### config.mk
export PLATFORM = sky130hd
export DESIGN_NAME = pip_edge_prep
export DESIGN_NICKNAME = d
export VERILOG_FILES = /design/src/rtl/pip_pkg.sv /design/src/rtl/pip_edge_prep.sv
export SDC_FILE = /design/constraint.sdc
export NUM_CORES = 1
export LEC_CHECK = 0
export BUFFER_PORTS_ARGS = -buffer_cell sky130_fd_sc_hd__buf_2
export CAP_MARGIN = 5
export CORE_MARGIN = 4
export CORE_UTILIZATION = 40
export DETAILED_ROUTE_END_ITERATION = 8
export PLACE_DENSITY = 0.69
export SETUP_SLACK_MARGIN = 0.15
export SLEW_MARGIN = 20
export SYNTH_ARGS = -nofsm -noshare
export SYNTH_HDL_FRONTEND = slang
export SYNTH_SLANG_ARGS = --single-unit
### constraint.sdc
create_clock -name clk -period 13.45 [get_ports clk]
set_clock_uncertainty 0.1 [all_clocks]
set_input_delay 0.6725 -clock clk [delete_from_list [all_inputs] [get_ports clk]]
set_output_delay 0.6725 -clock clk [all_outputs]
set_load 0.005 [all_outputs]
### src/rtl/pip_pkg.sv
`default_nettype none
package pip_pkg;
	localparam int DEF_MAX_VERTICES = 64;
	localparam int DEF_MAX_POLYGONS = 8;
	localparam int COORD_W = 32;
	localparam int REGION_W = 4;
	localparam int CFG_W = 4;
	// wide enough for the largest polygon index the parameter range allows
	localparam int POLY_IDX_W = 6;

	localparam logic OP_WRITE = 1'b0;
	localparam logic OP_TEST = 1'b1;

	// one beat of the edge walk
	typedef struct packed {
		logic edge_v;
		logic prime;
		logic last;
		logic done;
		logic [POLY_IDX_W-1:0] poly;
	} pip_tag_t;

	// edge terms after the difference cell
	typedef struct packed {
		pip_tag_t tag;
		logic straddle;
		logic sign_ad;
		logic sign_bc;
		logic [COORD_W-1:0] mag_a;
		logic [COORD_W-1:0] mag_d;
		logic [COORD_W-1:0] mag_b;
		logic [COORD_W-1:0] mag_c;
	} pip_diff_t;

	// edge products after the multiply cell
	typedef struct packed {
		pip_tag_t tag;
		logic straddle;
		logic sign_ad;
		logic sign_bc;
		logic [2*COORD_W-1:0] prod_ad;
		logic [2*COORD_W-1:0] prod_bc;
	} pip_prod_t;
endpackage
`default_nettype wire

### src/rtl/pip_edge_prep.sv
`default_nettype none
module pip_edge_prep
	import pip_pkg::*;
(
	input  wire logic clk,
	input  wire logic arst_n,
	input  wire pip_tag_t tag_s1,
	input  wire logic [COORD_W-1:0] vx_s1,
	input  wire logic [COORD_W-1:0] vy_s1,
	input  wire logic [COORD_W-1:0] tx,
	input  wire logic [COORD_W-1:0] ty,
	output pip_diff_t diff_s2
);
	logic [COORD_W-1:0] prev_x_q, prev_y_q;
	logic signed [COORD_W:0] a, b, c, d, c_fix, d_fix;
	logic [COORD_W:0] ma, mb, mc, md;
	logic above_i, above_j;
	pip_diff_t diff_nxt;

	always_comb begin
		a = $signed({tx[COORD_W-1], tx}) - $signed({vx_s1[COORD_W-1], vx_s1});
		b = $signed({prev_x_q[COORD_W-1], prev_x_q}) - $signed({vx_s1[COORD_W-1], vx_s1});
		c = $signed({ty[COORD_W-1], ty}) - $signed({vy_s1[COORD_W-1], vy_s1});
		d = $signed({prev_y_q[COORD_W-1], prev_y_q}) - $signed({vy_s1[COORD_W-1], vy_s1});
		// flip both so that d is not negative
		c_fix = d[COORD_W] ? -c : c;
		d_fix = d[COORD_W] ? -d : d;
		ma = a[COORD_W] ? -a : a;
		mb = b[COORD_W] ? -b : b;
		mc = c_fix[COORD_W] ? -c_fix : c_fix;
		md = d_fix[COORD_W] ? -d_fix : d_fix;
		above_i = $signed(vy_s1) > $signed(ty);
		above_j = $signed(prev_y_q) > $signed(ty);
		diff_nxt.tag = tag_s1;
		diff_nxt.straddle = above_i != above_j;
		diff_nxt.sign_ad = a[COORD_W];
		diff_nxt.sign_bc = b[COORD_W] ^ c_fix[COORD_W];
		diff_nxt.mag_a = ma[COORD_W-1:0];
		diff_nxt.mag_b = mb[COORD_W-1:0];
		diff_nxt.mag_c = mc[COORD_W-1:0];
		diff_nxt.mag_d = md[COORD_W-1:0];
	end

	// hold the previous vertex: it is the far end of the next edge
	always_ff @(posedge clk) begin
		if (tag_s1.prime || tag_s1.edge_v) begin
			prev_x_q <= vx_s1;
			prev_y_q <= vy_s1;
		end
	end

	always_ff @(posedge clk or negedge arst_n) begin
		if (!arst_n) begin
			diff_s2 <= '0;
		end else begin
			diff_s2 <= diff_nxt;
		end
	end
endmodule
`default_nettype wire

Word level (Yosys, flattened, before mapping) --
Index checks and enable logic that the tools add are counted.
Storage, ports and cells: flip-flop bits (word level) 205, word-level logic and storage cells 35, input port bits 140
Cells by class: magnitude comparators 2, add/sub/neg operators 10, muxes and demuxes 6, bitwise logic cells 1, equal/unequal tests 1, reduce and logical (&&, ||, !) cells 1
Operators with widths (number):
- subtractor 32 x 32 -> 33 bit | 4
- 2-to-1 mux 32 bit | 4
- negation 32 bit | 4
- 2-to-1 mux 33 bit | 2
- negation 33 bit | 2
- > comparator 32 bit | 2
- logical OR 1 bit | 1
- inequality test 1 bit | 1
- XOR 1 bit | 1

Logic depth before layout (Yosys ltp) --
Gate-level depths: netlist (run 1).
depth in word-level cells 5, gate-level depth with buffers 21

Least setup slack after synthesis (run 1) --
No wires, ideal clock.
path kind input to register, start input port vy_s1[0], end register diff_s2[26] in the netlist's numbering, setup time 0.137 ns, data arrival time 5.583 ns, setup slack 7.630 ns, stages on the path 20, path through ha_1 -> inv_1 -> fa_1 -> a211oi_1 -> o21ai_1 -> o21ai_0 -> a211oi_1 -> o221ai_1 -> clkbuf_1 -> clkbuf_1 -> buf_1 -> clkbuf_1 -> clkbuf_1 -> mux2i_1 -> ha_1 -> o311ai_0 -> or4_1 -> nor3_1 -> a31oi_1 -> xor2_1
RTL lines:
- start: declaration | RTL line pip_edge_prep.sv:9 | input wire logic [COORD_W-1:0] vy_s1,
- end signal: assignment | RTL line pip_edge_prep.sv:56 | diff_s2 <= diff_nxt;
- end: declaration | RTL line pip_edge_prep.sv:12 | output pip_diff_t diff_s2

==> impl_metrics.env, run 1 <==
export IMPL_path_cells="inv_1 > ha_1 > inv_1 > fa_1 > a211oi_1 > o21ai_1 > o221a_2 > o2111ai_1 > a21oi_1 > or3_1 > a2111oi_1 > nand4_1 > nor4b_1 > o41ai_4 > nand2b_1 > o21ai_1"
export IMPL_yosysTopAreaCell="dfrtp_1"
export IMPL_area_growth_pct=15.2
export IMPL_cpPeakStageDelay_ps=800
export IMPL_grt_pass1_vias=16900
export IMPL_setup_tns_ps=0
export IMPL_comb_power_share=0.465
export IMPL_rows=78
export IMPL_switching_share=0.386
export IMPL_critical_path_top_delay_family="compound AO/OA/AOI/OAI gates"
export IMPL_syn_avg_cell_area_um2=8.47
export IMPL_synth_seq_cells=205
export IMPL_cts_reportedPaths_clkPinSlew_ps=60
export IMPL_power_switching_mw=1.15
export IMPL_core_area_um2=45700
export IMPL_ys_async_sr_fraction=0.688
export IMPL_path_buf_inv=2
export IMPL_yosysWarnings=0
export IMPL_final_common_cell="buf_2"
export IMPL_drive_gt1_frac=0.154
export IMPL_crit_fanout=13
export IMPL_cts_root_buf="clkbuf_16"
export IMPL_start_util=0.407
export IMPL_setup_violations_final=0
export IMPL_hpwl_um=45200
export IMPL_cts_tree="built"
export IMPL_hp_class="in2async"
export IMPL_ys_flop_type="dfrtp_1"
export IMPL_finalCritPeriodShare=0.423
export IMPL_pwr_share_clk=0.230
export IMPL_fmax_ghz=0.176
export IMPL_drc=0
export IMPL_finalMaxSlewViolations=0
export IMPL_internal_power_mw=1.83
export IMPL_slowest_stage="a2111oi_1"
export IMPL_cp_required_ps=13820
export IMPL_min_period_ps=5690
export IMPL_clockBufferDepth=3
export IMPL_antenna_found_initial=6
export IMPL_final_nets=2747
export IMPL_hold_buffers=0
export IMPL_post_route_util=0.469
export IMPL_ant_nets=0
export IMPL_grt_overflow_total=0
export IMPL_grt_total_usage=0.212
export IMPL_port_buffer_count=280
export IMPL_multiInputGateArea_um2=12300
export IMPL_wl_um=56000
export IMPL_yosysSeqAreaShare=0.293
export IMPL_io_pin_count=281
export IMPL_die_area_um2=50000
export IMPL_synthTopCellsByArea="dfrtp_1, ha_1, edfxtp_1"
export IMPL_final_hold_violation_count=0
export IMPL_firstDrtPassIters=5
export IMPL_ir_worst_vdd_mv=0.111
export IMPL_drv_cap=0
export IMPL_fillers=4435
export IMPL_yosysUniqueCellTypes=89
export IMPL_rsz0062_at_grt="false"
export IMPL_p_leak_nw=9.64
export IMPL_startpoint_type="register"
export IMPL_ff_latch_area_um2=5450
export IMPL_wl_per_cell_um=18.3
export IMPL_cp_data_arrival_time_ps=6060
export IMPL_syn_area_um2=18600
export IMPL_clock_sinks=205
export IMPL_cts_htree_levels=1
export IMPL_worst_pin_slew_ps=1060
export IMPL_cts_buffers=25
export IMPL_viasPerCell=5.72
export IMPL_grt_first_pass_wirelength_um=87800
export IMPL_grt_max_degree=87
export IMPL_postCtsSetupBuffers=0
export IMPL_syn_instance_count=2195
export IMPL_regToRegSetupSlack_ps=7760
export IMPL_fp_dieH_um=224
export IMPL_synth_edff_count=64
export IMPL_place_congestion=0.923
export IMPL_status="finished clean"
export IMPL_cts_resized=0
export IMPL_synth_top_area_frac=0.190
export IMPL_drt_iter0_markers=1273
export IMPL_synth_nets=2506
export IMPL_via_count=17500
export IMPL_cp_end_kind="register"
export IMPL_crit_type="reg2reg"
export IMPL_die_w_um=224
export IMPL_clk_latency_ps=550
export IMPL_max_slew_margin=0.282
export IMPL_seqPwrFrac=0.305
export IMPL_power_density_nw_per_um2=139
export IMPL_layout_common_cells="buf_2, a21oi_1, ha_1"
[flip-flops by register name (all words and copies together) (netlist names)]
signal and flops:
prev_x_q 32, prev_y_q 32, diff_s2 141
[final timing paths]
kind | cells past startpoint | from | end
max | 16 | prev_y_q[0]$_DFFE_PP_ | diff_s2[71]$_DFF_PN0_
min in group clk | 1 | tag_s1[0] | diff_s2[131]$_DFF_PN0_
max in group asynchronous | 2 | arst_n | diff_s2[74]$_DFF_PN0_
max reg2reg | 16 | prev_y_q[0]$_DFFE_PP_ | diff_s2[71]$_DFF_PN0_
min reg2reg | 3 | prev_x_q[0]$_DFFE_PP_ | diff_s2[32]$_DFF_PN0_
min | 1 | arst_n | diff_s2[133]$_DFF_PN0_
[layer usage]
metal  GRT usage  up-vias  part of all wire  wire [um]
met3      0.0290      100             0.063       3510
met2       0.364      575              0.47      26200
met1       0.278     8337              0.44      24500
met5           0        -           0.00020         11
met4      0.0702        2             0.032       1790
li1            -     8496                 -          -
[synthesized netlist by cell type, types with 8 or more instances]
library cell,count
a2111oi_0,9
a211oi_1,23
a21boi_0,9
a21o_1,69
a21oi_1,178
a31oi_1,33
a41oi_1,8
and2_1,33
and3_1,21
and4_1,8
clkbuf_1,62
dfrtp_1,141
edfxtp_1,64
ha_1,167
inv_1,160
mux2i_1,13
nand2_1,158
nand2b_1,27
nand3_1,50
nand4_1,26
nor2_1,159
nor2b_1,34
nor3_1,58
nor3b_1,12
nor4_1,19
o2111ai_1,8
o211a_1,11
o211ai_1,16
o21a_1,24
o21ai_0,98
o21ai_1,22
o21bai_1,19
o221ai_1,9
o31ai_1,23
o41ai_1,10
or2_2,10
or3_1,20
or4_1,12
xnor2_1,165
xor2_1,67
[power groups by stage]
stage                     logic [mW]  clock network, mW  registers [mW]
after CTS                       1.38              0.704           0.915
after floorplan                0.891                  0           0.934
final                           1.38              0.686           0.910
after detailed placement        1.38                  0           0.924
after global placement          1.35                  0           0.924
after global routing            1.53              0.731           0.931
[through the flow]
| step | total power, mW | setup WS [ps] | cell area, um^2 | hold WS [ps] | instances |
|---|---|---|---|---|---|
| 2_1_floorplan | 1.83 | 7630 | 18600 | 277 | 2195 |
| 3_3_place_gp | 2.28 | 7410 | 20600 | 544 | 3009 |
| 3_5_place_dp | 2.30 | 7180 | 20600 | 555 | 3009 |
| 4_1_cts | 3.00 | 7610 | 21400 | 102 | 3054 |
| 5_1_grt | 3.19 | 7380 | 21400 | 110 | 3058 |
| 6_report | 2.98 | 7760 | 21400 | 86.9 | 3061 |
[worst register-to-register path: cells and delay by family (launching register included)]
kind            cells  cell delay [ps]
simple gates        4             1660
compound gates      8             2750
fa+ha+maj           2              600
buf+inv             2              150
flops               1              360
[cells by family after synthesis]
logic type / after synthesis / synth area share
AO/OA/AOI/OAI: 648 / 0.232
XOR/XNOR: 232 / 0.109
adder cells (fa/ha/maj): 171 / 0.117
buffers and inverters: 235 / 0.0482
flip-flops: 205 / 0.293
multiplexers: 18 / 0.0100
AND/OR/NAND/NOR: 686 / 0.191
[layout make-up]
cell class / count / share of cell area
Clock buffer: 36 / 0.0345
Inverter: 162 / 0.0284
Sequential cell: 205 / 0.254
Clock inverter: 9 / 0.00379
Timing Repair Buffer: 287 / 0.0681
Multi-Input combinational cell: 1755 / 0.575
Antenna cell: 7 / 0.000817
Tap cell: 600 / 0.0350
Note: power is estimated with default switching activity, not from simulation.
==> run 2: changes to the inputs <==
Clock period 13.45 ns to 5.8 ns, I/O delays scaled along.
==> run 2 against run 1 <==
Net effect:
- sequential share of layout area shrank 1.1 points
- final cell count grew 2.9%
- count of clock-buffer cells in the layout shrank 1
- combinational power grew 140%
- die area is the same
- power grew 140%
- non-clock buffer count grew 88
- register-to-register slack lost 7200 ps
==> impl_metrics.env, run 2 (synthesized netlist as in run 1, its figures left out) <==
export IMPL_status="finished clean"
export IMPL_regToRegSetupSlack_ps=580
export IMPL_postPlaceCellArea_um2=20700
export IMPL_startpoint_type="primary input"
export IMPL_hold_path_depth=4
export IMPL_rows=78
export IMPL_setup_tns_ps=0
export IMPL_startpoint="vy_s1[0]"
export IMPL_layout_common_cells="buf_2, a21oi_1, ha_1"
export IMPL_final_cell_area_um2=22400
export IMPL_top_regs="diff_s2 x141, prev_x_q x32, prev_y_q x32"
export IMPL_path_common_cell="a211oi_1"
export IMPL_power_density_nw_per_um2=319
export IMPL_worst_pin_slew_ps=1100
export IMPL_max_flop_register="diff_s2"
export IMPL_via_count=17700
export IMPL_grt_overflow_total=0
export IMPL_cp_required_ps=6140
export IMPL_crit_fanout=7
export IMPL_grt_pass1_vias=17100
export IMPL_final_common_cell="buf_2"
export IMPL_antenna_found_initial=6
export IMPL_final_hold_violation_count=0
export IMPL_die_w_um=224
export IMPL_port_buffer_count=280
export IMPL_max_slew_margin=0.266
export IMPL_wl_per_cell_um=17.9
export IMPL_slowest_stage="or4_1"
export IMPL_place_congestion=0.917
export IMPL_grt_total_usage=0.216
export IMPL_hold_end="diff_s2[96]$_DFF_PN0_"
export IMPL_clock_sinks=205
export IMPL_drv_cap=0
export IMPL_ant_nets=0
export IMPL_wl_um=56500
export IMPL_cpPeakStageDelay_ps=640
export IMPL_hp_class="in2reg"
export IMPL_cts_tree="built"
export IMPL_setup_violations_final=0
export IMPL_drive_gt1_frac=0.156
export IMPL_cts_root_buf="clkbuf_16"
export IMPL_p_leak_nw=10.1
export IMPL_ir_worst_vdd_mv=0.271
export IMPL_drt_iter0_markers=1278
export IMPL_finalCritPeriodShare=0.904
export IMPL_path_cells="dlygate4sd3_1 > buf_2 > ha_1 > inv_1 > fa_1 > a211oi_1 > o21ai_1 > o21ai_0 > a211oi_1 > o221a_2 > a21oi_1 > xnor2_1 > o311ai_0 > buf_4 > or4_1 > nor3_1 > a31oi_1 > xor2_1"
export IMPL_fp_dieH_um=224
export IMPL_postCtsSetupBuffers=0
export IMPL_fillers=4354
export IMPL_reg2reg_depth=17
export IMPL_cp_data_arrival_time_ps=5590
export IMPL_grt_max_degree=91
export IMPL_firstDrtPassIters=5
export IMPL_cts_reportedPaths_clkPinSlew_ps=60
export IMPL_hold_slack_ps=80.4
export IMPL_r2r_end="diff_s2[28]$_DFF_PN0_"
export IMPL_hold_path_startpoint="tx[0]"
export IMPL_drc=0
export IMPL_cts_htree_levels=1
export IMPL_grt_first_pass_wirelength_um=89300
export IMPL_crit_type="in2reg"
export IMPL_core_area_um2=45700
export IMPL_io_pin_count=281
export IMPL_viasPerCell=5.62
export IMPL_start_util=0.407
export IMPL_area_growth_pct=20.3
export IMPL_rsz0062_at_grt="false"
export IMPL_hpwl_um=45300
export IMPL_largest_reg_flops=141
export IMPL_clk_latency_ps=580
export IMPL_cp_end_kind="register"
export IMPL_die_area_um2=50000
export IMPL_finalMaxSlewViolations=0
export IMPL_clockBufferDepth=3
export IMPL_fmax_ghz=0.191
export IMPL_r2r_start="prev_y_q[0]$_DFFE_PP_"
export IMPL_final_nets=2837
export IMPL_post_route_util=0.490
export IMPL_min_period_ps=5250
export IMPL_cts_buffers=27
[run 2: cell count changes in the layout (fill, tap and decap cells not counted), moves of 3 or more]
cell           delta
dlygate4sd3_1    +75
buf_4            +13
clkbuf_1          -4
diode_2           -3
inv_4             -3
[run 2: worst max path at each step]
stage,endpoint,cells past startpoint
floorplan,diff_s2[26]$_DFF_PN0_,21
global placement,diff_s2[95]$_DFF_PN0_,15
detailed placement,diff_s2[91]$_DFF_PN0_,17
CTS,diff_s2[91]$_DFF_PN0_,17
global route,diff_s2[26]$_DFF_PN0_,17
finish,diff_s2[28]$_DFF_PN0_,18
[run 2: area by class of cell]
class | instances | area, um^2 | area share
Multi-Input combinational cell | 1755 | 12300 | 0.550
Sequential cell | 205 | 5450 | 0.244
Timing Repair Buffer | 375 | 2310 | 0.103
Clock buffer | 35 | 788 | 0.0352
Tap cell | 600 | 751 | 0.0335
Inverter | 162 | 608 | 0.0272
Clock inverter | 13 | 163 | 0.00727
Antenna cell | 4 | 10.0 | 0.000447
[run 2: critical path, delay by kind of cell]
kind	cells	cell delay [ps]
adder cells (fa/ha/maj)	2	430
XOR/XNOR	2	460
AO/OA/AOI/OAI	8	2220
AND/OR/NAND/NOR	2	1180
buffers and inverters	4	1000
[run 2: metrics by stage]
stage                     worst slack, ps  power [mW]  instances
after floorplan                       237        4.23       2195
after detailed placement              612        5.35       3022
after global routing                  235        7.64       3149
after CTS                             552        7.20       3145
final                                 554        7.15       3149
after global placement                753        5.31       3022
[run 2: power by group]
| group | total [mW] | switching [mW] | internal [mW] |
|---|---|---|---|
| combinational | 3.26 | 1.86 | 1.40 |
| sequential | 2.11 | 0.153 | 1.96 |
| clock | 1.77 | 0.684 | 1.09 |
[run 2: layer usage]
layer  track usage  vias up  share of wire  wire, um
met5             0        -        0.00044        25
met2         0.370      538           0.47     26600
met1         0.287     8365           0.44     24900
met3        0.0312       93          0.059      3320
met4        0.0569        4          0.028      1600
li1              -     8689              -         -
[run 2: repair_timing]
item / CTS / global route
setup endpoints to repair: 0 / 10
gates resized for setup: 0 / 2
endpoints found under the hold margin: 164 / 0
hold buffers: 75 / 0
