--- config.mk ---
export PLATFORM = sky130hd
export DESIGN_NAME = pip_parity
export DESIGN_NICKNAME = d
export VERILOG_FILES = /design/src/rtl/pip_pkg.sv /design/src/rtl/pip_parity.sv
export SDC_FILE = /design/constraint.sdc
export NUM_CORES = 1
export LEC_CHECK = 0
export ABC_AREA = 1
export BUFFER_PORTS_ARGS = -buffer_cell sky130_fd_sc_hd__clkbuf_2
export CORE_MARGIN = 1
export CORE_UTILIZATION = 45
export DETAILED_ROUTE_END_ITERATION = 7
export MAX_ROUTING_LAYER = met4
export PLACE_DENSITY = 0.9
export SYNTH_ARGS = -nofsm -noshare
export SYNTH_HDL_FRONTEND = slang
export SYNTH_SLANG_ARGS = --single-unit
export TNS_END_PERCENT = 20
--- constraint.sdc ---
create_clock -name clk -period 2.8 [get_ports clk]
set_clock_uncertainty 0.1 [all_clocks]
set_input_delay 0 -clock clk [delete_from_list [all_inputs] [get_ports clk]]
set_output_delay 0 -clock clk [all_outputs]
set_load 0.005 [all_outputs]
--- src/rtl/pip_pkg.sv ---
`default_nettype none
package pip_pkg;
	localparam int DEF_MAX_VERTICES = 64;
	localparam int DEF_MAX_POLYGONS = 8;
	localparam int COORD_W = 32;
	localparam int REGION_W = 4;
	localparam int CFG_W = 4;
	// wide enough for the largest polygon index the parameter range allows
	localparam int POLY_IDX_W = 6;

	localparam logic OP_WRITE = 1'b0;
	localparam logic OP_TEST = 1'b1;

	// one beat of the edge walk
	typedef struct packed {
		logic edge_v;
		logic prime;
		logic last;
		logic done;
		logic [POLY_IDX_W-1:0] poly;
	} pip_tag_t;

	// edge terms after the difference cell
	typedef struct packed {
		pip_tag_t tag;
		logic straddle;
		logic sign_ad;
		logic sign_bc;
		logic [COORD_W-1:0] mag_a;
		logic [COORD_W-1:0] mag_d;
		logic [COORD_W-1:0] mag_b;
		logic [COORD_W-1:0] mag_c;
	} pip_diff_t;

	// edge products after the multiply cell
	typedef struct packed {
		pip_tag_t tag;
		logic straddle;
		logic sign_ad;
		logic sign_bc;
		logic [2*COORD_W-1:0] prod_ad;
		logic [2*COORD_W-1:0] prod_bc;
	} pip_prod_t;
endpackage
`default_nettype wire

--- src/rtl/pip_parity.sv ---
`default_nettype none
module pip_parity
	import pip_pkg::*;
(
	input  wire logic clk,
	input  wire logic arst_n,
	input  wire pip_prod_t prod_s3,
	output logic res_valid,
	output logic [REGION_W-1:0] res_region
);
	logic parity_q;
	logic [REGION_W-1:0] region_q;
	logic neg_ad, neg_bc, less, par_nxt;

	always_comb begin
		neg_ad = prod_s3.sign_ad && (prod_s3.prod_ad != '0);
		neg_bc = prod_s3.sign_bc && (prod_s3.prod_bc != '0);
		if (neg_ad != neg_bc) begin
			less = neg_ad;
		end else if (neg_ad) begin
			less = prod_s3.prod_bc < prod_s3.prod_ad;
		end else begin
			less = prod_s3.prod_ad < prod_s3.prod_bc;
		end
		par_nxt = parity_q ^ (prod_s3.straddle && less);
	end

	assign res_valid = prod_s3.tag.done;
	assign res_region = region_q;

	always_ff @(posedge clk or negedge arst_n) begin
		if (!arst_n) begin
			parity_q <= 1'b0;
			region_q <= '0;
		end else begin
			if (prod_s3.tag.edge_v) begin
				if (prod_s3.tag.last) begin
					parity_q <= 1'b0;
					if (par_nxt) begin
						region_q <= REGION_W'(prod_s3.tag.poly + POLY_IDX_W'(1));
					end
				end else begin
					parity_q <= par_nxt;
				end
			end
			// drop the accumulated region once it is handed out
			if (prod_s3.tag.done) begin
				region_q <= '0;
			end
		end
	end
endmodule
`default_nettype wire

# Yosys cells after proc, flatten, opt, wreduce, memory -nomap -nowiden
# Cells that the tools add are included.
[word_totals]
ff_bits = 5
latchBits = 0
mem_bits_rw = 0
mem_bits_ro = 0
in_bits = 143
out_inout_bits = 5
wordCells = 23
n_memories = 0
[classes]
add_sub_neg = 1
mul = 0
n_div = 0
order_cmp = 2
eq_ne = 1
n_shift = 0
n_mux = 7
n_bitwise = 1
n_reduce_logical = 9
[ops]
columns = ["op", "n"]
rows = [
  ["$lt A64 B64 Y1", 2],
  ["$reduce_bool A64 Y1", 2],
  ["$mux W4", 4],
  ["$reduce_bool A2 Y1", 3],
  ["$add A4 B1 Y4 const B", 1],
  ["$logic_and A1 B1 Y1", 3],
  ["$mux W1", 3],
  ["$reduce_and A3 Y1", 1],
  ["$ne A1 B1 Y1", 1],
  ["$xor A1 B1 Y1", 1],
]

# Depth between registers and ports, before layout
# Gate-level depths: netlist of the first run.
[logic_depth]
depth_word = 10
depth_mapped = 20
depth_no_buf = 20

# Least setup slack after synthesis of the first run
# OpenSTA, ideal clock, no wires.
[synth_path]
path_kind = "input to register"
startpoint = "input prod_s3[39] (netlist name)"
endpoint = "register region_q[1], in the netlist res_region[1]"
setup_ps = 118
arrival_time_ps = 1393
t_required_ps = 2582
setup_slack_ps = 1189
cell_stages = 15
path_cell_list = "inv_1 > ha_1 > a21o_1 > nor2_1 > nand2_1 > nand2_1 > nand2_1 > a21oi_2 > nand2_2 > a21oi_2 > nand2_1 > nand2_1 > nand3_2 > nand3_1 > nand2_1"
[synth_between]
elab_chain_cells = 8
word_cells_on_any_way = 11
classes_between = "2 x order compare; 1 x eq/ne; 2 x mux; 1 x bitwise; 5 x reduce/logical"
[synth_lines]
columns = ["item", "line_no", "source"]
rows = [
  ["start, declared", "pip_parity.sv:7", "input wire pip_prod_t prod_s3,"],
  ["parallel branches: the longest is 3 deep, another holds $lt A64 B64 Y1", "-", ""],
  ["$mux W1 (*)", "pip_parity.sv:18", "if (neg_ad != neg_bc) begin"],
  ["$logic_and A1 B1 Y1 (*)", "pip_parity.sv:25", "par_nxt = parity_q ^ (prod_s3.straddle && less);"],
  ["$xor A1 B1 Y1 (*)", "pip_parity.sv:25", ""],
  ["$reduce_bool A2 Y1 (no line) (*)", "-", ""],
  ["$reduce_and A3 Y1 (no line) (*)", "-", ""],
  ["end signal, assigned", "pip_parity.sv:40", "region_q <= REGION_W'(prod_s3.tag.poly + POLY_IDX_W'(1));"],
  ["end, declared", "pip_parity.sv:12", "logic [REGION_W-1:0] region_q;"],
]
# Mark *: on every way between the ends.
# A chain may end at the register's enable or synchronous reset.

# Final worst setup path of the first run
[layout_path]
startpoint = "input prod_s3[63] (netlist name)"
endpoint = "register parity_q"
[layout_between]
elab_chain_cells = 7
word_cells_on_any_way = 10
classes_between = "2 x order compare; 1 x eq/ne; 3 x mux; 1 x bitwise; 3 x reduce/logical"
[layout_lines]
columns = ["item", "line_no", "source"]
rows = [
  ["parallel branches: the longest is 3 deep, another holds $lt A64 B64 Y1", "-", ""],
  ["$mux W1 (*)", "pip_parity.sv:18", ""],
  ["$logic_and A1 B1 Y1 (*)", "pip_parity.sv:25", ""],
  ["$xor A1 B1 Y1 (*)", "pip_parity.sv:25", ""],
  ["$mux W1 (*)", "pip_parity.sv:37", "if (prod_s3.tag.last) begin"],
  ["end signal, assigned", "pip_parity.sv:43", "parity_q <= par_nxt;"],
  ["end, declared", "pip_parity.sv:11", "logic parity_q;"],
]
# Marked as above.

==> results.md, run 1 <==
* CP Class: in -> reg
* Synth Instances at 403
* CP Cell Sequence: clkbuf_2, inv_1, ha_1, nand4_1, nor2_1, nand3_1, nor2_1, nand2_1, nand2_2, nand2_2, nand2_2, nand2_1, nand2_1, nand2_2, nand3_1, o21ai_1, dlygate4sd3_1
* Vias in the first global route at 2,978
* Area occupied by multi-input gates at just under 0.002 mm²
* Switching power at 268 µW
* Max FO, Critical Path at 5
* Die area at 0.00573 mm²
* Port Buffers at 144
* First-pass GRT wire length at ~11,000 µm
* Min-Delay Path Class: in -> reg
* Crit start category: primary input
* Levels on crit path at 17
* Synth Register Bits at 5
* Largest net degree at the start of global routing at 9
* Final min period at 2.25 ns
* IO Pins at ~150
* Reg2reg path depth at 6
* Mapped Area at ~0.0024 mm²
* Core area at between 0.005 and 0.006 mm²
* Seq pwr share at 0.126
* Pwr dens at 190 mW/mm²
* Dpl cells at 616
* Post-DP HPWL at 6400 µm
* Hold path depth at 4
* Drt pass-1 iters at 4
* Max incr delay on CP at 0.56 ns
* Routed WL at a little under 7000 µm
* Setup violators final at 0
* GPL Wtd Cong at 0.816
* Via-per-instance ratio at 4.99
* Post-route antenna net violation count at 0
* Gate power share at 0.646
* Worst skew pair latency at 0.22 ns
* Layout Nets at 763
* Post-synth top area share at 0.333
* R2R Path Start: parity_q$_DFFE_PN0P_
* H-tree levels at 1
* Crit-path most repeated cell: nand2_2
* Die H at ~76 µm
* Slowest-stage cell, CP: dlygate4sd3_1
* Fill cells at 487
* GRT Util Overall at 0.245
* Clock root cell: clkbuf_8
* Antenna diode count at 0
* CTS tree: yes
* Max clock buf depth at 2
* Via count at 3,114
* Post-route clock period utilization at 0.804
* Starting DRT DRC Count at between 90 and 100
* CP Buf/Inv Count at 3
* Routed length per instance at 11.1 µm
* Worst slack, placed at 0.819 ns
* Leakage at roughly 0.0022 µW
* DRC Markers at 0
* Area occupied by registers at roughly 130 µm²
* CP delay by family, top: simple AND/OR/NAND/NOR gates
* Maxcap violations at 0
* Clock share of power at 0.229
* Fmax at between 400 and 500 MHz
* Site row count at 26
* Hold Path Sink: res_region[2]$_DFFE_PN0P_
* Sequential area share after synthesis at 0.0512
* Yosys warning count at 0
* R2r setup slk at 1.22 ns
* Post_cts resized at 0
* Initial antenna violation count at 0
* Slew Viols, Final at 0
* Post-Route Setup TNS at 0 ns
* CP arrival at 2.26 ns
* WHS at 0.0103 ns
* Initial Util at 0.472
* Fraction of layout cells with a size suffix above 1 at 0.303
* Netlist cell types at 24
* Die Span X at 75.7 µm
* Int Power at roughly 370 µW
* Area grow syn2layout at 36.3%
* Clock sink count at 5
* CP endpoint kind: register
* Post-route insts no fill at 624
* FF-to-FF End: parity_q$_DFFE_PN0P_
* Area leader, netlist: ha_1
* PnR worst setup slack at 0.548 ns
* Top cells by area, synth: ha_1 (33%), inv_1 (14%), nand2_1 (14%)
* Total CTS buffers at 3
* Slew @ Worst Pin at 0.374 ns
* Grt ovf at 0
* RSZ-0062 raised after global routing: no
* CP required at 2.80 ns
* Synth Net Count at 611
* Worst hold path startpoint: prod_s3[133]
* Relative slew slack at 0.749
* Run status: finished clean
* Final Hold Violating Endpoints at 0
* Switching fraction of total power at 0.423
* VDD IR max at 0.114 mV
* Syn Area/Cell at a little over 6 µm²
* Clock transition at the registers of the reported paths at 0.04 ns
## cells by family after synthesis
logic type | after synthesis | share of synthesized area
fa+ha+maj | 65 | 0.333
xor+xnor | 2 | 0.00717
flops | 5 | 0.0512
buf+inv | 99 | 0.154
compound gates | 34 | 0.0768
simple gates | 198 | 0.378
## worst reg2reg max path, stage by stage, from the launching register on
cell,delay [ns]
dfrtp_1,0.39
inv_1,0.10
nand3_1,0.09
nand2_2,0.12
nand3_1,0.08
o21ai_1,0.07
dlygate4sd3_1,0.56
## routing by layer
layer	part of all wire	GRT usage
met3	0.064	0.0291
met5	0	-
met4	0.018	0.0617
met1	0.41	0.241
met2	0.51	0.502
## placed cells by master, fill, tap and decap left out
cell type      instances
nor2_2                 2
ha_1                  65
a21o_1                 2
nor2_4                 2
nor2_1                39
a21oi_2                2
nand3_2                1
dlygate4sd3_1          4
clkbuf_1               1
a21boi_0               1
clkbuf_2             144
nand4_1               17
clkbuf_8               3
inv_2                  6
o21ai_1                4
nand2_1               89
nor4_1                24
nand3b_1               2
nand4_2                1
nand2_2                7
a21oi_1               23
nand3_1               14
inv_1                 92
o21ai_0                1
o21a_1                 1
xor2_1                 2
dfrtp_1                5
## power by group through the flow
| stage | logic, µW | clock network, µW | registers (µW) |
|---|---|---|---|
| detailed placement | 401 | 0 | 80.2 |
| floorplan | 222 | 0 | 80.0 |
| CTS | 409 | 143 | 79.2 |
| finish | 409 | 145 | 79.5 |
| global placement | 378 | 0 | 80.0 |
| global route | 471 | 147 | 80.1 |
## worst max path at each step
stage                 from                         to  slack (ns)
2_1_floorplan  prod_s3[39]  res_region[1]$_DFFE_PN0P_        1.19
3_5_place_dp   prod_s3[63]  res_region[2]$_DFFE_PN0P_        0.82
4_1_cts        prod_s3[63]       parity_q$_DFFE_PN0P_        0.52
6_report       prod_s3[63]       parity_q$_DFFE_PN0P_        0.55
5_1_grt        prod_s3[59]       parity_q$_DFFE_PN0P_        0.25
3_3_place_gp   prod_s3[63]  res_region[1]$_DFFE_PN0P_        0.91
## Yosys cell counts
master / number
nand3_2: 1
inv_2: 6
xor2_1: 2
nand3_1: 14
nor4_1: 24
nand3b_1: 2
ha_1: 65
nand4_1: 17
a21oi_2: 2
nand2_2: 7
nor2_4: 2
o21a_1: 1
nand4_2: 1
nor2_1: 39
dfrtp_1: 5
a21oi_1: 23
o21ai_0: 1
a21boi_0: 1
nand2_1: 89
nor2_2: 2
inv_1: 92
a21o_1: 2
o21ai_1: 4
buf_4: 1
## registers in the layout (all words and copies together), names as in the netlist
| register | count |
|---|---|
| parity_q | 1 |
| res_region | 4 |
## layout make-up
cell class                      instances  share of cell area
Timing Repair Buffer                  148               0.229
Multi-Input combinational cell        299               0.583
Inverter                               98               0.111
Tap cell                               70              0.0263
Sequential cell                         5              0.0376
Clock buffer                            4              0.0135
## metrics by stage
step,instance area [µm²],utilization,power [µW]
after global routing,3330,0.643,698
after CTS,3330,0.643,631
after global placement,3240,0.627,458
after detailed placement,3240,0.627,481
after floorplan,2440,-,302
final,3330,0.643,633
## timing repair
item,CTS,global route
setup endpoints to repair,0,0
setup buffers,0,0
hold buffers,4,0
endpoints found under the hold margin,7,0
Power figures use the tool's default switching activity.
==> run 2, diff against run 1 <==
--- a/config.mk
+++ b/config.mk
@@ -8,10 +8,10 @@
 export ABC_AREA = 1
 export BUFFER_PORTS_ARGS = -buffer_cell sky130_fd_sc_hd__clkbuf_2
 export CORE_MARGIN = 1
-export CORE_UTILIZATION = 45
+export CORE_UTILIZATION = 41
 export DETAILED_ROUTE_END_ITERATION = 7
 export MAX_ROUTING_LAYER = met4
-export PLACE_DENSITY = 0.9
+export PLACE_DENSITY = 0.87
 export SYNTH_ARGS = -nofsm -noshare
 export SYNTH_HDL_FRONTEND = slang
 export SYNTH_SLANG_ARGS = --single-unit
==> constraint.sdc (replaced) <==
create_clock -name clk -period 1.85 [get_ports clk]
set_clock_uncertainty 0.1 [all_clocks]
set_input_delay 0 -clock clk [delete_from_list [all_inputs] [get_ports clk]]
set_output_delay 0 -clock clk [all_outputs]
set_load 0.005 [all_outputs]
==> run 2 against run 1 <==
  * Sequential power up 53%
  * Final cell count up 0.80%
  * Die area up 9.5%
  * Sequential share of layout area down 0.19 points
  * Routed wire length down 1.1%
  * Sequential cell count unchanged
  * Critical endpoint is now res_region[3]$_DFFE_PN0P_
  * Largest power group unchanged
==> results.md, run 2 (synthesis gave the netlist of run 1 again) <==
* Vias in the first global route at 2,942 (-1.2%)
* Site row count at 27 (+3.8%)
* Max clock buf depth at 2 (unchanged)
* Layout Nets at 766 (+0.39%)
* Clock transition at the registers of the reported paths at 0.03 ns (about the same)
* Worst slack, placed at -0.128 ns (-0.947 ns)
* Initial Util at 0.436 (-0.0367)
* First-pass GRT wire length at 11,100 µm (+2.7%)
* Initial antenna violation count at 0 (unchanged)
* Number of flip-flops in the largest register at 4 (unchanged)
* Slowest-stage cell, CP: ha_4
* CP Cell Sequence: clkbuf_2, inv_1, ha_4, nand2_1, inv_2, nand3_1, nor2_2, nand3_2, nor2_4, nand2_2, nand2_2, nand2_2, nand2_2, nand2_2, nand2_2, nand3_4, nand3_2, nand2_1
* Top Usage Layer GRT: met2
* Fraction of layout cells with a size suffix above 1 at 0.355 (+0.0522)
* Int Power at 570 µW (+56%)
* Die H at 79.2 µm (+4.6%)
* GPL Wtd Cong at 0.873 (+6.9%)
* Maxcap violations at 0 (unchanged)
* Most frequent cells in the layout: clkbuf_2 (144), inv_1 (89), nand2_1 (82)
* Met1 GRT Util at 0.231 (-0.00956)
* Run status: finished clean
* Die Span X at 79.2 µm (+4.6%)
* Total CTS buffers at 3 (unchanged)
* Crit start category: primary input
* Grt ovf at 0 (unchanged)
* GRT Util Overall at 0.221 (-0.0247)
* Max FO, Critical Path at 4 (-1)
* Routed length per instance at 10.9 µm (-1.9%)
* Final Hold Violating Endpoints at 0 (unchanged)
* CP delay by family, top: simple AND/OR/NAND/NOR gates
* Die area at 0.00627 mm² (+9.5%)
* CP Buf/Inv Count at 3 (unchanged)
* Drt pass-1 iters at 4 (unchanged)
* IO Pins at 148 (unchanged)
* Largest net degree at the start of global routing at 9 (unchanged)
* Pwr dens at 278 mW/mm² (+46%)
* CP Class: in -> reg
* Clock root cell: clkbuf_8
* Starting DRT DRC Count at 102 (+9.7%)
* Via count at 3,073 (-1.3%)
* Setup violators final at 0 (unchanged)
* Clock share of power at 0.208 (-0.021)
* H-tree levels at 1 (unchanged)
* Min-Delay Path Class: in -> reg
* CP required at 1.85 ns (-0.95 ns)
* M3 GR Usage at 0.0126 (-0.0165)
* PnR worst setup slack at 0.146 ns (-0.402 ns)
* Crit-path most repeated cell: nand2_2
* RSZ-0062 raised after global routing: yes
* Post-DP HPWL at 6230 µm (-2.6%)
* Port Buffers at 144 (unchanged)
* Switching fraction of total power at 0.416 (-0.00657)
* Slew @ Worst Pin at 0.378 ns (+0.00458 ns)
* VDD IR max at 0.152 mV (+33%)
* Final min period at 1.70 ns
* Switching power at 406 µW (+52%)
* Gate power share at 0.667 (+0.021)
* Relative slew slack at 0.745 (-0.00308)
* Post-route clock period utilization at 0.921
* Antenna diode count at 0 (unchanged)
* CP endpoint kind: register
* DRC Markers at 0 (unchanged)
* Leakage at 0.00217 µW (+0.75%)
* Clock sink count at 5 (unchanged)
* CP arrival at 1.70 ns (-0.56 ns)
* Via-per-instance ratio at 4.89 (-2.1%)
* Post-CTS Setup Bufs at 0 (unchanged)
* Max incr delay on CP at 0.26 ns (-0.30 ns)
* Seq pwr share at 0.125 (about the same)
* Area grow syn2layout at 43.6%
* Routed WL at 6850 µm (-1.1%)
* Fmax at 587 MHz
* CTS tree: yes
* M2 GR Usage at 0.446 (-0.0563)
* Worst skew pair latency at 0.22 ns (about the same)
* Final Core Density at 0.626 (-0.0178)
* Core area at 0.00561 mm² (+8.4%)
* Most common cell after layout, fill and taps aside: clkbuf_2
* Post-route antenna net violation count at 0 (unchanged)
* Slew Viols, Final at 0 (unchanged)
[run 2: cell types whose count changed in the layout (fill, tap and decap cells not counted), moves of 4 or more]
cell	before	now
ha_1	65	59
ha_4	0	6
nand2_1	89	82
nand2_2	7	14
nand3_1	14	9
nand3_2	1	5
nor2_1	39	35
[run 2: cell type report]
cell class              count  area, µm²
repair buffers            151        783
inverters                  98        368
multi-input cells         299       2100
flip-flops and latches      5        125
clock buffers               4       45.0
well taps                  72       90.1
fillers                   532       2100
[run 2: per-stage QoR]
step | power, µW | hold slack, ns | area, µm² | TNS, ns | instances
6_report | 976 | 0.0221 | 3510 | 0 | 629
5_1_grt | 1090 | 0.0348 | 3510 | -0.110 | 629
4_1_cts | 937 | 0.000863 | 3350 | 0 | 629
3_5_place_dp | 726 | -0.281 | 3270 | -0.526 | 621
3_3_place_gp | 698 | -0.281 | 3270 | -0.0795 | 621
2_1_floorplan | 458 | -0.396 | 2440 | 0 | 403
[run 2: power groups by stage]
stage	Combinational (µW)	Clock (µW)	Sequential, µW
floorplan	337	0	121
global placement	577	0	122
detailed placement	604	0	122
CTS	614	202	121
global route	751	213	122
finish	651	203	122
[run 2: final timing paths]
kind / startpoint / to / slack (ns) / cells after the start
min in group asynchronous: arst_n / parity_q$_DFFE_PN0P_ / 0.03 / 2
min: prod_s3[133] / res_region[2]$_DFFE_PN0P_ / 0.02 / 4
min reg2reg: res_region[1]$_DFFE_PN0P_ / res_region[1]$_DFFE_PN0P_ / 0.45 / 2
max in group asynchronous: arst_n / res_region[1]$_DFFE_PN0P_ / 1.49 / 2
max reg2reg: parity_q$_DFFE_PN0P_ / res_region[3]$_DFFE_PN0P_ / 0.74 / 5
max: prod_s3[59] / res_region[3]$_DFFE_PN0P_ / 0.15 / 18
[run 2: what timing repair did]
action	in CTS	in global routing
setup endpoints to repair	0	5
gates resized for setup	0	30
hold buffers	4	0
endpoints found under the hold margin	7	0
[run 2: per-layer routing]
metal | routed length [µm] | vias up
li1 | - | 1630
met1 | 2830 | 1341
met2 | 3610 | 94
met3 | 331 | 8
met4 | 79 | 0
met5 | 0 | -
[run 2: worst register-to-register path: cells and delay by family (launching register included)]
kind | cells | cell delay [ns]
buf+inv | 1 | 0.12
simple gates | 4 | 0.42
flops | 1 | 0.39
==> run 3, diff against run 2 <==
--- a/config.mk
+++ b/config.mk
@@ -9,6 +9,7 @@
 export BUFFER_PORTS_ARGS = -buffer_cell sky130_fd_sc_hd__clkbuf_2
 export CORE_MARGIN = 1
 export CORE_UTILIZATION = 41
+export CTS_BUF_LIST = sky130_fd_sc_hd__clkbuf_4 sky130_fd_sc_hd__clkbuf_8
 export DETAILED_ROUTE_END_ITERATION = 7
 export MAX_ROUTING_LAYER = met4
 export PLACE_DENSITY = 0.87
==> run 3 against run 2 <==
  * Sequential power barely moved
  * Via count rose by 2.2%
  * Worst hold slack improved by 0.026 ns
  * Die area did not move
  * Worst setup slack got worse by 0.069 ns
  * First-iteration DRC count fell by 11%
  * Cell area rose by 2.4%
  * Combinational power rose by 4.5%
  * Largest cell class unchanged
==> results.md, run 3 (synthesis gave the netlist of run 1 again) <==
* Run status: finished clean
* Post-route antenna net violation count at 0 (unchanged)
* Final Core Density at 0.641 (+0.0152)
* Die H at 79.2 µm (unchanged)
* Max clock buf depth at 2 (unchanged)
* Fraction of layout cells with a size suffix above 1 at 0.369 (+0.0130)
* Via count at 3,142 (+2.2%)
* IO Pins at 148 (unchanged)
* Crit-path most repeated cell: nand2_1
* WHS at 0.0483 ns (+0.0262 ns)
* CP arrival at 1.78 ns (+0.08 ns)
* Clock transition at the registers of the reported paths at 0.04 ns (about the same)
* Area grow syn2layout at 47.1%
* Die Span X at 79.2 µm (unchanged)
* Leakage at 0.00219 µW (+0.69%)
* CP Buf/Inv Count at 2 (-1)
* Final min period at 1.77 ns (+0.0695 ns)
* Site row count at 27 (unchanged)
* Antenna diode count at 0 (unchanged)
* CTS tree: yes
* Largest net degree at the start of global routing at 9 (unchanged)
* Area occupied by registers at 125 µm² (unchanged)
* CP required at 1.85 ns (about the same)
* Setup violators final at 0 (unchanged)
* CP delay by family, top: simple AND/OR/NAND/NOR gates
* Pwr dens at 285 mW/mm² (+2.3%)
* Port Buffers at 144 (unchanged)
* Max FO, Critical Path at 5 (+1)
* GPL Wtd Cong at 0.873 (unchanged)
* Total CTS buffers at 3 (unchanged)
* Reg2reg path depth at 5 (unchanged)
* VDD IR max at 0.177 mV (+16%)
* Switching power at 423 µW (+4.1%)
* H-tree levels at 1 (unchanged)
* Initial Util at 0.436 (unchanged)
* Int Power at 600 µW (+5.3%)
* Dpl cells at 621 (unchanged)
* DRC Markers at 0 (unchanged)
* Final Hold Violating Endpoints at 0 (unchanged)
* Slew Viols, Final at 0 (unchanged)
* CP Class: in -> reg
* CP Cell Sequence: clkbuf_2, inv_1, ha_1, a21oi_2, nor2_1, nor2_1, nand2_1, nand2_1, nand2_1, a21oi_2, nand2_4, a21oi_4, nand2_2, nand2_1, nand2_2, nand4_1, nand2_2
* Initial antenna violation count at 0 (unchanged)
* Maxcap violations at 0 (unchanged)
* Met2 wire length at 3810 µm (+5.7%)
* Metal1 wirelength at 2850 µm (+0.85%)
* Gate power share at 0.665 (-0.002)
* Seq pwr share at 0.118 (-0.007)
* Layout Nets at 768 (+0.26%)
* PnR worst setup slack at 0.0762 ns (-0.0695 ns)
* GRT Util Overall at 0.225 (+0.00391)
* Drt pass-1 iters at 4 (unchanged)
* Vias in the first global route at 2,988 (+1.6%)
* CP endpoint kind: register
* Slowest-stage cell, CP: ha_1
* Levels on crit path at 17 (-1)
* Number of flip-flops in the largest register at 4 (unchanged)
* Crit start category: primary input
* Via-per-instance ratio at 4.98 (+1.9%)
* Clock root cell: clkbuf_8
* Fmax at 564 MHz (-3.9%)
* Relative slew slack at 0.746 (about the same)
* First-pass GRT wire length at 11,300 µm (+2.0%)
* Starting DRT DRC Count at 91 (-11%)
* Core area at 0.00561 mm² (unchanged)
* Most frequent cells in the layout: clkbuf_2 (144), inv_1 (90), nand2_1 (81)
* Grt ovf at 0 (unchanged)
* Met3 routed WL at 379 µm (+15%)
* Min-Delay Path Class: in -> async
* Highest Signal Layer: met4
* RSZ-0062 raised after global routing: yes
* Clock share of power at 0.217 (+0.009)
* Die area at 0.00627 mm² (unchanged)
* Area occupied by multi-input gates at 0.00216 mm² (+3.0%)
* Post-route clock period utilization at 0.959 (+0.0376)
* Fill cells at 518 (-2.6%)
* Clock sink count at 5 (unchanged)
* Routed length per instance at 11.3 µm (+3.7%)
* Post-DP HPWL at 6230 µm (unchanged)
* Routed WL at 7120 µm (+4.0%)
* Slew @ Worst Pin at 0.378 ns (-0.000253 ns)
* Worst slack, placed at -0.128 ns (unchanged)
* Worst skew pair latency at 0.22 ns (about the same)
* Post-route insts no fill at 631 (+0.32%)
* Post-Route Setup TNS at 0 ns (unchanged)
* Max incr delay on CP at 0.32 ns (+0.06 ns)
* Most common cell after layout, fill and taps aside: clkbuf_2
* Switching fraction of total power at 0.413 (-0.00286)
-- run 3: cell types whose count changed in the layout (fill, tap and decap cells not counted), moves of 3 or more --
cell | before | now
a21oi_1 | 21 | 18
a21oi_2 | 3 | 6
ha_1 | 59 | 55
ha_4 | 6 | 10
-- run 3: cell type report --
class / count / area share
clock buffers: 4 / 0.0136
inverters: 98 / 0.102
multi-input cells: 299 / 0.601
flip-flops and latches: 5 / 0.0348
well taps: 72 / 0.0251
repair buffers: 153 / 0.223
-- run 3: metrics by stage --
step           power [µW]  area (µm²)
2_1_floorplan         458        2440
3_3_place_gp          698        3270
3_5_place_dp          726        3270
4_1_cts               960        3370
5_1_grt              1130        3590
6_report             1020        3590
-- run 3: worst paths after layout --
path | from | endpoint | slack (ns)
setup / recovery | prod_s3[37] | res_region[1]$_DFFE_PN0P_ | 0.08
hold / removal | arst_n | res_region[2]$_DFFE_PN0P_ | 0.05
setup reg to reg | parity_q$_DFFE_PN0P_ | res_region[1]$_DFFE_PN0P_ | 0.71
hold reg to reg | res_region[2]$_DFFE_PN0P_ | res_region[2]$_DFFE_PN0P_ | 0.43
max in group asynchronous | arst_n | res_region[0]$_DFFE_PN0P_ | 1.47
min in group clk | prod_s3[137] | res_valid | 0.09
-- run 3: repair_timing --
| action | CTS | global route |
|---|---|---|
| buffers inserted | 0 | 1 |
| hold endpoints to repair | 8 | 0 |
| endpoints found under the setup margin | 0 | 5 |
| hold buffers | 5 | 0 |
| resized for setup | 0 | 37 |
-- run 3: power groups by stage --
stage,Clock [µW],Combinational (µW),Sequential [µW]
after floorplan,0,337,121
after global routing,234,779,122
final,222,680,121
after CTS,222,617,121
after detailed placement,0,604,122
after global placement,0,577,122
-- run 3: worst register-to-register path, stage by stage (launching register included) --
cell	delay [ns]
dfrtp_1	0.39
inv_1	0.12
nand3_1	0.10
nand2_2	0.12
nand4_1	0.14
nand2_2	0.10
-- run 3: per-layer routing --
metal | vias to the layer above | GRT usage
met4 | 0 | 0.0473
met5 | - | -
met1 | 1377 | 0.230
met2 | 113 | 0.457
li1 | 1642 | -
met3 | 10 | 0.0184
